$ cat config.mk
export PLATFORM = sky130hd
export DESIGN_NAME = utc_date_to_epoch_ms_unit
export DESIGN_NICKNAME = d
export VERILOG_FILES = /design/src/design/ud2e_pkg.sv /design/src/design/utc_date_to_epoch_ms_unit.sv /design/src/design/ud2e_ctrl.sv /design/src/design/ud2e_dpath.sv
export SDC_FILE = /design/constraint.sdc
export NUM_CORES = 1
export LEC_CHECK = 0
export ABC_AREA = 1
export BUFFER_PORTS_ARGS = -buffer_cell sky130_fd_sc_hd__buf_2
export CAP_MARGIN = 20
export CORE_AREA = 10 10 272 274
export CTS_CLUSTER_SIZE = 25
export DETAILED_ROUTE_END_ITERATION = 6
export DIE_AREA = 0 0 282 284
export PLACE_DENSITY_LB_ADDON = 0.08
export SLEW_MARGIN = 25
export SYNTH_ARGS = -nofsm -noshare
export SYNTH_HDL_FRONTEND = slang
export SYNTH_SLANG_ARGS = --single-unit
$ cat constraint.sdc
create_clock -name clk -period 12.2 [get_ports clk]
set_clock_uncertainty 0.1 [all_clocks]
set_input_delay 2.44 -clock clk [delete_from_list [all_inputs] [get_ports clk]]
set_output_delay 2.44 -clock clk [all_outputs]
set_load 0.005 [all_outputs]
$ cat src/design/ud2e_pkg.sv
`timescale 1ns / 1ps
package ud2e_pkg;

    localparam int CENTURY_BASE = 2000;
    localparam int EPOCH_YEAR   = 1970;

    localparam int YEAR_W  = 7;
    localparam int MONTH_W = 4;
    localparam int DAY_W   = 5;
    localparam int HOUR_W  = 5;
    localparam int MIN_W   = 6;
    localparam int SEC_W   = 6;
    localparam int ZONE_W  = 27;
    localparam int OUT_W   = 42;

    localparam int YEAR_COUNT = 1 << YEAR_W;
    localparam int YDAYS_W    = 18;   // days from epoch to Jan 1 of the latest year
    localparam int MDAYS_W    = 9;    // days from Jan 1 to the first of a month
    localparam int DAYS_W     = 20;   // signed day count, day zero may go below
    localparam int ACC_W      = 48;   // signed milliseconds
    localparam int MUL_A_W    = 38;   // signed seconds operand
    localparam int MUL_B_W    = 17;   // unsigned constant operand
    localparam int PROD_W     = MUL_A_W + MUL_B_W + 1;

    localparam logic [ZONE_W-1:0]  ZONE_RESET = ZONE_W'(28800000);
    localparam logic [MUL_B_W-1:0] K_DAY  = MUL_B_W'(86400);
    localparam logic [MUL_B_W-1:0] K_HOUR = MUL_B_W'(3600);
    localparam logic [MUL_B_W-1:0] K_MIN  = MUL_B_W'(60);
    localparam logic [MUL_B_W-1:0] K_ONE  = MUL_B_W'(1);
    localparam logic [MUL_B_W-1:0] K_MS   = MUL_B_W'(1000);
    localparam logic [OUT_W-1:0]   OUT_MAX = '1;

    localparam int STEP_W = 3;
    localparam logic [STEP_W-1:0] STEP_DAY   = 3'd0;
    localparam logic [STEP_W-1:0] STEP_HOUR  = 3'd1;
    localparam logic [STEP_W-1:0] STEP_MIN   = 3'd2;
    localparam logic [STEP_W-1:0] STEP_SEC   = 3'd3;
    localparam logic [STEP_W-1:0] STEP_SCALE = 3'd4;

    typedef logic [YDAYS_W-1:0] year_days_t [YEAR_COUNT];
    typedef logic [YEAR_COUNT-1:0] leap_flags_t;

    typedef struct packed {
        logic              load;
        logic              step_en;
        logic [STEP_W-1:0] step;
        logic              out_load;
    } ud2e_cmd_t;

    function automatic bit is_leap(int y);
        if (y % 4 != 0) return 1'b0;
        if (y % 100 != 0) return 1'b1;
        return (y % 400) == 0;
    endfunction

    // Days from the epoch to Jan 1 of each year of the century
    function automatic year_days_t build_year_days();
        year_days_t t;
        int d;
        int y;
        d = 0;
        for (y = EPOCH_YEAR; y < CENTURY_BASE; y++)
            d += is_leap(y) ? 366 : 365;
        for (int i = 0; i < YEAR_COUNT; i++)
        begin
            t[i] = YDAYS_W'(d);
            d += is_leap(CENTURY_BASE + i) ? 366 : 365;
        end
        return t;
    endfunction

    function automatic leap_flags_t build_leap_flags();
        leap_flags_t f;
        for (int i = 0; i < YEAR_COUNT; i++)
            f[i] = is_leap(CENTURY_BASE + i);
        return f;
    endfunction

    localparam year_days_t  YEAR_DAYS  = build_year_days();
    localparam leap_flags_t LEAP_FLAGS = build_leap_flags();

    // Days before the first of the month; out-of-range months clamp to Jan / Dec
    function automatic logic [MDAYS_W-1:0] month_start(logic [MONTH_W-1:0] m, logic leap);
        logic [MDAYS_W-1:0] d;
        case (m) inside
            4'd0, 4'd1:      d = MDAYS_W'(0);
            4'd2:            d = MDAYS_W'(31);
            4'd3:            d = MDAYS_W'(59);
            4'd4:            d = MDAYS_W'(90);
            4'd5:            d = MDAYS_W'(120);
            4'd6:            d = MDAYS_W'(151);
            4'd7:            d = MDAYS_W'(181);
            4'd8:            d = MDAYS_W'(212);
            4'd9:            d = MDAYS_W'(243);
            4'd10:           d = MDAYS_W'(273);
            4'd11:           d = MDAYS_W'(304);
            [4'd12:4'd15]:   d = MDAYS_W'(334);
            default:         d = MDAYS_W'(0);
        endcase
        if (leap && m > 4'd2)
            d = d + MDAYS_W'(1);
        return d;
    endfunction

endpackage

$ cat src/design/utc_date_to_epoch_ms_unit.sv
`timescale 1ns / 1ps
// Converts a UTC date and time (year 0..127 past 2000, month, day, hour,
// minute, whole seconds) into milliseconds since 1970-01-01, less the zone
// offset held in a 27-bit signed register, clamped to 0 .. 2^42-1.
// Input channel: in_valid / in_stall with the six date fields; a transfer
// happens on a rising edge with in_valid high and in_stall low.
// Output channel: out_valid / out_stall with epoch_ms, same rule.
// Configuration: cfg_we with cfg_wdata writes the zone offset (8 hours
// after reset); write it only while no conversion is in flight.
// Sequence: a day-count lookup is followed by five passes through one
// shared multiplier (days, hours, minutes, seconds, scale to milliseconds)
// and the offset step, whose result is loaded into the output register.
// A new date is taken only once the previous result is loaded; in_stall
// stays high from the input transfer until the result is loaded.
// Stalled receiver: the result waits in the output register; the next item
// may be taken and worked on, and holds before its final step until the
// register frees up.
// Reset: both channels go idle and the zone offset returns to eight hours.
module utc_date_to_epoch_ms_unit
    import ud2e_pkg::*;
(
    input  logic               clk,
    input  logic               rst_n,
    input  logic               cfg_we,
    input  logic [ZONE_W-1:0]  cfg_wdata,
    input  logic               in_valid,
    output logic               in_stall,
    input  logic [YEAR_W-1:0]  year_of_century,
    input  logic [MONTH_W-1:0] month_number,
    input  logic [DAY_W-1:0]   day_of_month,
    input  logic [HOUR_W-1:0]  hour_of_day,
    input  logic [MIN_W-1:0]   minute_of_hour,
    input  logic [SEC_W-1:0]   whole_seconds,
    output logic               out_valid,
    input  logic               out_stall,
    output logic [OUT_W-1:0]   epoch_ms
);

    ud2e_cmd_t cmd;

    ud2e_ctrl u_ctrl (
        .clk       (clk),
        .rst_n     (rst_n),
        .in_valid  (in_valid),
        .in_stall  (in_stall),
        .out_valid (out_valid),
        .out_stall (out_stall),
        .cmd       (cmd)
    );

    ud2e_dpath u_dpath (
        .clk             (clk),
        .rst_n           (rst_n),
        .cmd             (cmd),
        .cfg_we          (cfg_we),
        .cfg_wdata       (cfg_wdata),
        .year_of_century (year_of_century),
        .month_number    (month_number),
        .day_of_month    (day_of_month),
        .hour_of_day     (hour_of_day),
        .minute_of_hour  (minute_of_hour),
        .whole_seconds   (whole_seconds),
        .epoch_ms        (epoch_ms)
    );

endmodule

$ cat src/design/ud2e_ctrl.sv
`timescale 1ns / 1ps
module ud2e_ctrl
    import ud2e_pkg::*;
(
    input  logic      clk,
    input  logic      rst_n,
    input  logic      in_valid,
    output logic      in_stall,
    output logic      out_valid,
    input  logic      out_stall,
    output ud2e_cmd_t cmd
);

    localparam int ST_W = 3;
    localparam logic [ST_W-1:0] S_IDLE  = 3'd0;
    localparam logic [ST_W-1:0] S_DAY   = 3'd1;
    localparam logic [ST_W-1:0] S_HOUR  = 3'd2;
    localparam logic [ST_W-1:0] S_MIN   = 3'd3;
    localparam logic [ST_W-1:0] S_SEC   = 3'd4;
    localparam logic [ST_W-1:0] S_SCALE = 3'd5;
    localparam logic [ST_W-1:0] S_OUT   = 3'd6;

    logic [ST_W-1:0] state_reg, state_next;
    logic            out_valid_reg, out_valid_next;

    always_comb
    begin
        state_next   = state_reg;
        cmd          = '0;
        cmd.step     = STEP_DAY;
        case (state_reg)
            S_IDLE:
            begin
                if (in_valid)
                begin
                    cmd.load   = 1'b1;
                    state_next = S_DAY;
                end
            end
            S_DAY:
            begin
                cmd.step_en = 1'b1;
                cmd.step    = STEP_DAY;
                state_next  = S_HOUR;
            end
            S_HOUR:
            begin
                cmd.step_en = 1'b1;
                cmd.step    = STEP_HOUR;
                state_next  = S_MIN;
            end
            S_MIN:
            begin
                cmd.step_en = 1'b1;
                cmd.step    = STEP_MIN;
                state_next  = S_SEC;
            end
            S_SEC:
            begin
                cmd.step_en = 1'b1;
                cmd.step    = STEP_SEC;
                state_next  = S_SCALE;
            end
            S_SCALE:
            begin
                cmd.step_en = 1'b1;
                cmd.step    = STEP_SCALE;
                state_next  = S_OUT;
            end
            S_OUT:
            begin
                // wait here until the output register is free
                if (!out_valid_reg || !out_stall)
                begin
                    cmd.out_load = 1'b1;
                    state_next   = S_IDLE;
                end
            end
            default:
            begin
                state_next = S_IDLE;
            end
        endcase
    end

    always_comb
    begin
        if (cmd.out_load)
            out_valid_next = 1'b1;
        else if (!out_stall)
            out_valid_next = 1'b0;
        else
            out_valid_next = out_valid_reg;
    end

    always_ff @(posedge clk or negedge rst_n)
    begin
        if (!rst_n)
        begin
            state_reg     <= S_IDLE;
            out_valid_reg <= 1'b0;
        end
        else
        begin
            state_reg     <= state_next;
            out_valid_reg <= out_valid_next;
        end
    end

    assign in_stall  = (state_reg != S_IDLE);
    assign out_valid = out_valid_reg;

    a_accept_starts: assert property (@(posedge clk) disable iff (!rst_n)
        in_valid && !in_stall |=> state_reg == S_DAY)
        else $error("accepted transfer did not start the sequence");

    a_rise_from_out: assert property (@(posedge clk) disable iff (!rst_n)
        $rose(out_valid) |-> $past(state_reg) == S_OUT)
        else $error("result shown without finishing the sequence");

    a_hold_when_full: assert property (@(posedge clk) disable iff (!rst_n)
        state_reg == S_OUT && out_valid && out_stall |=> state_reg == S_OUT)
        else $error("result overwrote a pending transfer");

endmodule

$ cat src/design/ud2e_dpath.sv
`timescale 1ns / 1ps
module ud2e_dpath
    import ud2e_pkg::*;
(
    input  logic               clk,
    input  logic               rst_n,
    input  ud2e_cmd_t          cmd,
    input  logic               cfg_we,
    input  logic [ZONE_W-1:0]  cfg_wdata,
    input  logic [YEAR_W-1:0]  year_of_century,
    input  logic [MONTH_W-1:0] month_number,
    input  logic [DAY_W-1:0]   day_of_month,
    input  logic [HOUR_W-1:0]  hour_of_day,
    input  logic [MIN_W-1:0]   minute_of_hour,
    input  logic [SEC_W-1:0]   whole_seconds,
    output logic [OUT_W-1:0]   epoch_ms
);

    logic [ZONE_W-1:0]        zone_reg;
    logic signed [DAYS_W-1:0] days_reg, days_next;
    logic [HOUR_W-1:0]        hour_reg;
    logic [MIN_W-1:0]         minute_reg;
    logic [SEC_W-1:0]         second_reg;
    logic signed [ACC_W-1:0]  acc_reg, acc_next;
    logic [OUT_W-1:0]         epoch_reg, epoch_next;

    logic signed [MUL_A_W-1:0] mul_a;
    logic [MUL_B_W-1:0]        mul_b;
    logic signed [ACC_W-1:0]   add_base;
    logic signed [PROD_W-1:0]  prod;
    logic signed [ACC_W:0]     diff;

    // day count of the date from year table, month table and day
    always_comb
    begin
        days_next = signed'(DAYS_W'(YEAR_DAYS[year_of_century]))
                  + signed'(DAYS_W'(month_start(month_number, LEAP_FLAGS[year_of_century])))
                  + signed'(DAYS_W'(day_of_month))
                  - signed'(DAYS_W'(1));
    end

    // one shared multiplier, one step per cycle
    always_comb
    begin
        mul_a    = '0;
        mul_b    = K_ONE;
        add_base = acc_reg;
        case (cmd.step)
            STEP_DAY:
            begin
                mul_a    = {{(MUL_A_W-DAYS_W){days_reg[DAYS_W-1]}}, days_reg};
                mul_b    = K_DAY;
                add_base = '0;
            end
            STEP_HOUR:
            begin
                mul_a = {{(MUL_A_W-HOUR_W){1'b0}}, hour_reg};
                mul_b = K_HOUR;
            end
            STEP_MIN:
            begin
                mul_a = {{(MUL_A_W-MIN_W){1'b0}}, minute_reg};
                mul_b = K_MIN;
            end
            STEP_SEC:
            begin
                mul_a = {{(MUL_A_W-SEC_W){1'b0}}, second_reg};
                mul_b = K_ONE;
            end
            STEP_SCALE:
            begin
                mul_a    = acc_reg[MUL_A_W-1:0];
                mul_b    = K_MS;
                add_base = '0;
            end
            default:
            begin
                mul_a    = '0;
                mul_b    = K_ONE;
                add_base = acc_reg;
            end
        endcase
        prod     = mul_a * signed'({1'b0, mul_b});
        acc_next = add_base + prod[ACC_W-1:0];
    end

    // subtract the zone offset, then clamp to the output range
    always_comb
    begin
        diff = {acc_reg[ACC_W-1], acc_reg}
             - {{(ACC_W+1-ZONE_W){zone_reg[ZONE_W-1]}}, zone_reg};
        if (diff[ACC_W])
            epoch_next = '0;
        else if (|diff[ACC_W-1:OUT_W])
            epoch_next = OUT_MAX;
        else
            epoch_next = diff[OUT_W-1:0];
    end

    always_ff @(posedge clk or negedge rst_n)
    begin
        if (!rst_n)
            zone_reg <= ZONE_RESET;
        else if (cfg_we)
            zone_reg <= cfg_wdata;
    end

    always_ff @(posedge clk)
    begin
        if (cmd.load)
        begin
            days_reg   <= days_next;
            hour_reg   <= hour_of_day;
            minute_reg <= minute_of_hour;
            second_reg <= whole_seconds;
        end
        if (cmd.step_en)
            acc_reg <= acc_next;
        if (cmd.out_load)
            epoch_reg <= epoch_next;
    end

    assign epoch_ms = epoch_reg;

endmodule

# --- Yosys cells after proc, flatten, opt, wreduce, memory -nomap -nowiden ---
# Memories as Yosys holds them, arrays and structs flattened.
# Index checks and enable logic that the tools add are counted.
totals:
  input_bits: 65
  mem_count: 2
  word_cells: 91
  output_inout_bits: 44
  rom_bits: 2432
  reg_bits: 158
op_classes:
  multipliers: 1
  magnitude_cmp: 5
  reduce_logical: 13
  add_sub_neg: 6
  n_eq_ne: 24
  muxes: 30
  n_bitwise: 1
mem_list:
  columns: ["memory", "depth", "width", "read_ports", "rd_ports_with_merged_regs", "wr", "line", "rtl"]
  rows:
  - ["(no name shown)", 128, 18, 1, 0, 0, "ud2e_dpath.sv:36", "days_next = signed'(DAYS_W'(YEAR_DAYS[year_of_century]))"]
  - ["(no name shown)", 128, 1, 1, 0, 0, "ud2e_dpath.sv:37", "+ signed'(DAYS_W'(month_start(month_number, LEAP_FLAGS[year_of_century])))"]
op_table:
  columns: ["operator", "n"]
  rows:
  - ["38-bit case mux with 5 select lines", 1]
  - ["9-bit two-way mux", 13]
  - ["17-bit case mux with 4 select lines", 1]
  - ["48-bit by 27-bit subtractor with 49-bit output", 1]
  - ["48-bit adder", 1]
  - ["38-bit by 18-bit multiplier with 48-bit output", 1]
  - ["48-bit two-way mux", 1]
  - ["42-bit two-way mux", 1]
  - ["18-bit two-way mux", 2]
  - ["3-bit case mux with 7 select lines", 1]
  - ["20-bit by 6-bit adder with 20-bit output", 1]
  - ["4-bit case mux with 5 select lines", 1]
  - ["20-bit by 2-bit subtractor with 20-bit output, second input constant", 1]
  - ["18-bit by 9-bit adder with 19-bit output", 1]
  - ["4-bit by 3-bit == test with 1-bit output, second input constant", 4]
  - ["4-bit == test, second input constant", 4]
  - ["3-bit by 2-bit == test with 1-bit output, second input constant", 4]
  - ["3-bit == test, second input constant", 4]
  - ["9-bit by 1-bit adder with 9-bit output, second input constant", 1]
  - ["4-bit by 2-bit == test with 1-bit output, second input constant", 2]
  - ["8-bit greater-or-equal comparator, second input constant", 1]
  - ["7-bit by 8-bit less-than comparator with 1-bit output, second input constant", 1]
  - ["7-bit NOT with 8-bit output", 1]
  - ["1-bit two-way mux", 7]
  - ["17 further kinds", 24]

# --- Longest topological paths before layout ---
logic_depth:
  depth_word: 19
  mapped_depth: 34
  mapped_depth_nobuf: 34

# --- Cells and area by module ---
# A second synthesis with hierarchy kept.
hier_totals:
  cells_unflattened: 3737
  area_unflattened_um2: 30201.5
by_module_without_submodules:
  columns: ["mod", "area_each_um2", "cells_each", "seq_area_each_um2", "instances"]
  rows:
  - ["ud2e_dpath", 29940.0, 3699, 4503.1, 1]
  - ["ud2e_ctrl", 261.5, 38, 100.1, 1]

# --- Least setup slack after synthesis ---
# OpenSTA, ideal clock, no wires.
synth_path:
  kind: "input port to flip-flop"
  from: "input port year_of_century[5]"
  to: "register u_dpath.days_reg[13] (data pin)"
  setup_ns: 0.265
  t_required_ns: 11.835
  path_buffers: 1
  path_slack_ns: 5.669
  arrival_ns: 6.166
  path_stages: 21
  path_cell_list: "buf_4 > nand2_1 > clkinv_1 > a31oi_1 > mux2_2 > fa_1 > nand3_1 > nand2_1 > xor2_1 > ha_1 > inv_1 > ha_1 > nand2_1 > nor2_1 > a211oi_1 > o21ai_0 > nand2_1 > nand2_1 > a21oi_1 > o21ai_0 > xor2_1"
synth_between:
  elab_chain_cells: 7
  word_cells_on_any_way: 11
  classes_between: "add/sub: 3; mux: 4; bitwise: 1; reduce/logical: 1; memory: 2"
synth_lines:
  columns: ["item", "line", "rtl"]
  rows:
  - ["start, declared", "utc_date_to_epoch_ms_unit.sv:28", "input logic [YEAR_W-1:0] year_of_century,"]
  - ["memory 128 x 1 bit / 7-bit NOT with 8-bit output (equally long branches)", null, null]
  - ["1-bit two-way mux (implied by the code) / memory 128 x 18 bit (equally long branches)", null, null]
  - ["1-bit logical AND / 18-bit two-way mux (equally long branches)", "ud2e_pkg.sv:100, ud2e_dpath.sv:36", null]
  - ["9-bit two-way mux / 18-bit two-way mux (equally long branches)", "ud2e_pkg.sv:100, ud2e_dpath.sv:36", null]
  - ["18-bit by 9-bit adder with 19-bit output (*)", "ud2e_dpath.sv:37", null]
  - ["20-bit by 6-bit adder with 20-bit output (*)", "ud2e_dpath.sv:38", "+ signed'(DAYS_W'(day_of_month))"]
  - ["20-bit by 2-bit subtractor with 20-bit output (*)", "ud2e_dpath.sv:39", "- signed'(DAYS_W'(1));"]
  - ["net u_dpath.days_next[13]", "ud2e_dpath.sv:20", "logic signed [DAYS_W-1:0] days_reg, days_next;"]
  - ["end signal, assigned", "ud2e_dpath.sv:112", "days_reg <= days_next;"]
  - ["end, declared", "ud2e_dpath.sv:20", null]
# The timed path passes the listed nets; every way through them passes the cells marked *. The select of a mux whose other input is x is not followed.
# A chain may end at the register's enable or synchronous reset.

# --- Worst setup path in the final report ---
layout_path:
  from: "register u_ctrl.state_reg[0]"
  to: "register u_dpath.acc_reg[46] (data pin)"
layout_between:
  elab_chain_cells: 6
  word_cells_on_any_way: 17
  classes_between: "add/sub: 1; mul: 1; eq/ne: 9; mux: 4; reduce/logical: 2"
layout_lines:
  columns: ["item", "line", "rtl"]
  rows:
  - ["start, declared", "ud2e_ctrl.sv:23", "logic [ST_W-1:0] state_reg, state_next;"]
  - ["start signal, assigned", "ud2e_ctrl.sv:105", "state_reg <= state_next;"]
  - ["3-bit == test (tied with other cells)", "ud2e_ctrl.sv:31", "case (state_reg)"]
  - ["4-bit case mux with 5 select lines (*)", "ud2e_ctrl.sv:31", null]
  - ["3-bit == test (tied with other cells)", "ud2e_dpath.sv:48", "case (cmd.step)"]
  - ["38-bit case mux with 5 select lines (tied with other cells)", "ud2e_dpath.sv:48", null]
  - ["38-bit by 18-bit multiplier with 48-bit output / 48-bit two-way mux (equally long branches)", "ud2e_dpath.sv:83, ud2e_dpath.sv:48", null]
  - ["48-bit adder (*)", "ud2e_dpath.sv:84", "acc_next = add_base + prod[ACC_W-1:0];"]
  - ["net u_dpath.acc_next[46]", "ud2e_dpath.sv:24", "logic signed [ACC_W-1:0] acc_reg, acc_next;"]
  - ["end signal, assigned", "ud2e_dpath.sv:118", "acc_reg <= acc_next;"]
  - ["end, declared", "ud2e_dpath.sv:24", null]
# The timed path passes the listed nets; every way through them passes the cells marked *.

==> results.py <==
metrics = {
    "synth": {
        "yosysSeqAreaShare_pct": 15.1,
        "ys_seq_elements": 158,
        "avgSynthCellArea_um2": 8.06,
        "synthFlopType": "edfxtp_1",
        "synthMuxAreaShare_pct": 0.0737,
        "synth_compound_area_share_pct": 6.85,
        "synth_top_family_by_area": "adder cells",
        "synth_edf_count": 127,
        "yosys.area_share.adder_pct": 43.4,
        "synthXorXnorAreaFrac_pct": 3.30,
        "synth_cells": 3792,
        "yosys.area.top_type": "fa_1",
        "synth_area_um2": 30500,
        "synth-async-reset-ratio_pct": 19.6,
        "ys_top_cells_by_area": "fa_1 (32%), edfxtp_1 (12%), inv_1 (12%)",
        "synth-simple-area-share_pct": 18.1,
        "ys_warn_count": 0,
        "yosysTopAreaCellShare_pct": 31.8,
        "synth.distinct_cells": 59,
    },
    "clock_network": {
        "ctsHoldBuffers": 0,
        "cts.sinks": 158,
        "cts-htree-levels": 4,
        "postCtsSetupBuffers": 0,
        "clkTransAtPathRegs_ns": 0.08,
        "cts_buffer_depth": 2,
        "cts_tree": "yes",
        "cts_buffers": 17,
        "cts_resized": 0,
        "clkLatencyLatePin_ns": 0.50,
        "cts_root_buf": "clkbuf_16",
    },
    "die": {
        "die_y_um": 284,
        "initial_core_util_pct": 44.7,
        "dieArea_um2": 80100,
        "ios": 109,
        "die_x_um": 282,
        "rows": 96,
        "core_region_area_um2": 68300,
    },
    "cells_and_area": {
        "final_nets": 4874,
        "fin_util_pct": 48.7,
        "final_area_um2": 33300,
        "area_delta_synth_final_pct": 8.85,
        "diodes": 0,
        "drive_gt1_share_pct": 6.09,
        "stdcell_count": 4935,
        "largest_register_ffs": 48,
    },
    "setup_path": {
        "worstPathRequired_ns": 12.34,
        "startpoint_type": "flip-flop",
        "cp_data_arrival_time_ns": 8.65,
        "cp-end-kind": "flip-flop",
        "r2r_slack_ns": 3.69,
        "r2r_start": "u_ctrl.state_reg[0]$_DFFE_PN0P_",
        "reg2reg_depth": 32,
        "critPathSlowestCell": "o41ai_1",
        "critPathMaxStageDelay_ns": 0.55,
        "cp_max_fo": 49,
        "critPathMostFrequentCell": "inv_1",
        "r2r_end": "u_dpath.acc_reg[46]$_DFFE_PN_",
        "critPathKind": "reg -> reg",
    },
    "routing": {
        "viasPerCell": 4.85,
        "drt-initial-drc-count": 1449,
        "ant_nets": 0,
        "wire_per_inst_um": 17.4,
        "wl_um": 85800,
        "vias": 23900,
        "dr.pass1.iters": 6,
        "route.detailed.drc": 0,
    },
    "timing": {
        "rsz0062_at_grt": "no",
        "hold_viol": 0,
        "max_slew.worst_pin.slew_ns": 0.910,
        "fin_crit_sh_pct": 69.8,
        "fin_setup_tns_ns": 0,
        "drv_slew": 0,
        "timing.slew.headroom_pct": 39.3,
        "fmax_mhz": 118,
        "setup_violations": 0,
        "period_minus_slack_ns": 8.51,
    },
    "place": {
        "dpl-instance-area_um2": 32600,
        "hpwl_um": 74700,
        "finalWeightedCongestion": 0.920,
        "io_buffers": 108,
        "dp_cells": 4902,
    },
    "hold_path": {
        "whs_endpoint": "u_ctrl.out_valid$_DFFE_PN0P_",
        "hold-path-cell-count": 2,
        "hp-start": "u_ctrl.out_valid$_DFFE_PN0P_",
        "hp-class": "reg -> reg",
    },
    "global_routing": {
        "grt_usage_pct": 22.2,
        "grt_max_degree": 54,
        "grt_pass1_vias": 25200,
        "overflow": 0,
        "grt_pass1_wl_um": 138000,
        "antenna_found_initial": 0,
    },
    "run": {
        "maxCapViolCount": 0,
    },
    "outcome": {
        "status": "completed",
    },
}
## logic make-up (layout without fill, tap and decap cells)
family	count (synthesis)	after routing
xor gates and xnor gates	115	115
buffers and inverters	1041	1138
adders and majority gates	769	769
other	2	166
muxes	2	2
AOI/OAI and AO/OA	366	366
and+or+nand+nor	1339	1339
DFF	158	158
## area by class of cell
type	count	area, um2
flip-flops and latches	158	4600
clock buffers	17	425
inverters	987	3710
repair buffers	119	676
multi-input cells	2757	22600
fillers	6960	35100
well taps	882	1100
clock inverters	15	173
## per-layer routing
metal,wire length (um),GRT usage [%],up-vias,part of all wire [%]
li1,-,-,11800,-
met1,38000,29.0,11400,44
met2,41100,37.3,562,48
met3,4410,3.24,104,5.1
met4,2330,6.90,0,2.7
met5,0,0,-,0
## layout by cell type, fill, tap and decap left out, types with 6 or more instances in the layout
cell type / instances
xnor2_1: 27
nor2_4: 8
xor2_1: 88
o2111ai_1: 7
nor4_1: 8
o21ai_0: 118
fa_1: 485
dfrtp_1: 20
nand2_1: 732
nor3_1: 23
inv_1: 975
clkbuf_16: 17
o211ai_1: 15
a21oi_1: 139
ha_1: 284
o21bai_1: 18
a31oi_1: 26
or2_2: 6
edfxtp_1: 127
nand2_2: 17
conb_1: 166
a21o_1: 13
buf_2: 108
nor2_1: 374
nor2_2: 29
nand3_1: 99
dfstp_2: 11
nand4_1: 24
inv_2: 8
buf_4: 8
## per-stage QoR
stage | hold WS [ns] | setup slack [ns]
3_5_place_dp | 0.393 | 3.81
2_1_floorplan | 0.363 | 5.67
5_1_grt | 0.451 | 3.02
6_report | 0.401 | 3.69
4_1_cts | 0.405 | 3.75
3_3_place_gp | 0.386 | 3.96
## critical path: cells and delay by family (launching register included)
kind	cells	cell delay, ns
XOR/XNOR	1	0.07
AND/OR/NAND/NOR	12	1.71
flip-flops	1	0.41
buffers and inverters	11	1.99
adder cells (fa/ha/maj)	7	3.33
AO/OA/AOI/OAI	1	0.55
## synth_stat cells (all sizes together), types with 5 or more instances
master and number:
edfxtp 127, ha 284, o2111ai 7, o22ai 5, inv 984, dfstp 11
nor2 411, nand3b 6, nand2 749, a21o 13, nand4 24, or2 8
nand3 104, nor3 25, a31oi 26, a21boi 5, xnor2 27, fa 485
o21ai 122, dfrtp 20, buf 32, o21bai 18, clkbuf 22, o211ai 16
a21oi 141, nor4 8, xor2 88
## worst max-delay path by stage
stage | start | end | slack (ns)
floorplan | year_of_century[5] | u_dpath.days_reg[13]$_DFFE_PP_ | 5.67
global placement | u_ctrl.state_reg[0]$_DFFE_PN0P_ | u_dpath.acc_reg[33]$_DFFE_PN_ | 3.96
detailed placement | u_ctrl.state_reg[0]$_DFFE_PN0P_ | u_dpath.acc_reg[46]$_DFFE_PN_ | 3.81
CTS | u_ctrl.state_reg[0]$_DFFE_PN0P_ | u_dpath.acc_reg[46]$_DFFE_PN_ | 3.75
global route | u_ctrl.state_reg[0]$_DFFE_PN0P_ | u_dpath.acc_reg[46]$_DFFE_PN_ | 3.02
finish | u_ctrl.state_reg[0]$_DFFE_PN0P_ | u_dpath.acc_reg[46]$_DFFE_PN_ | 3.69
Power is left out: the tool's default activity adds up to more than one toggle a clock period on the data nets, which glitch-free logic cannot reach.
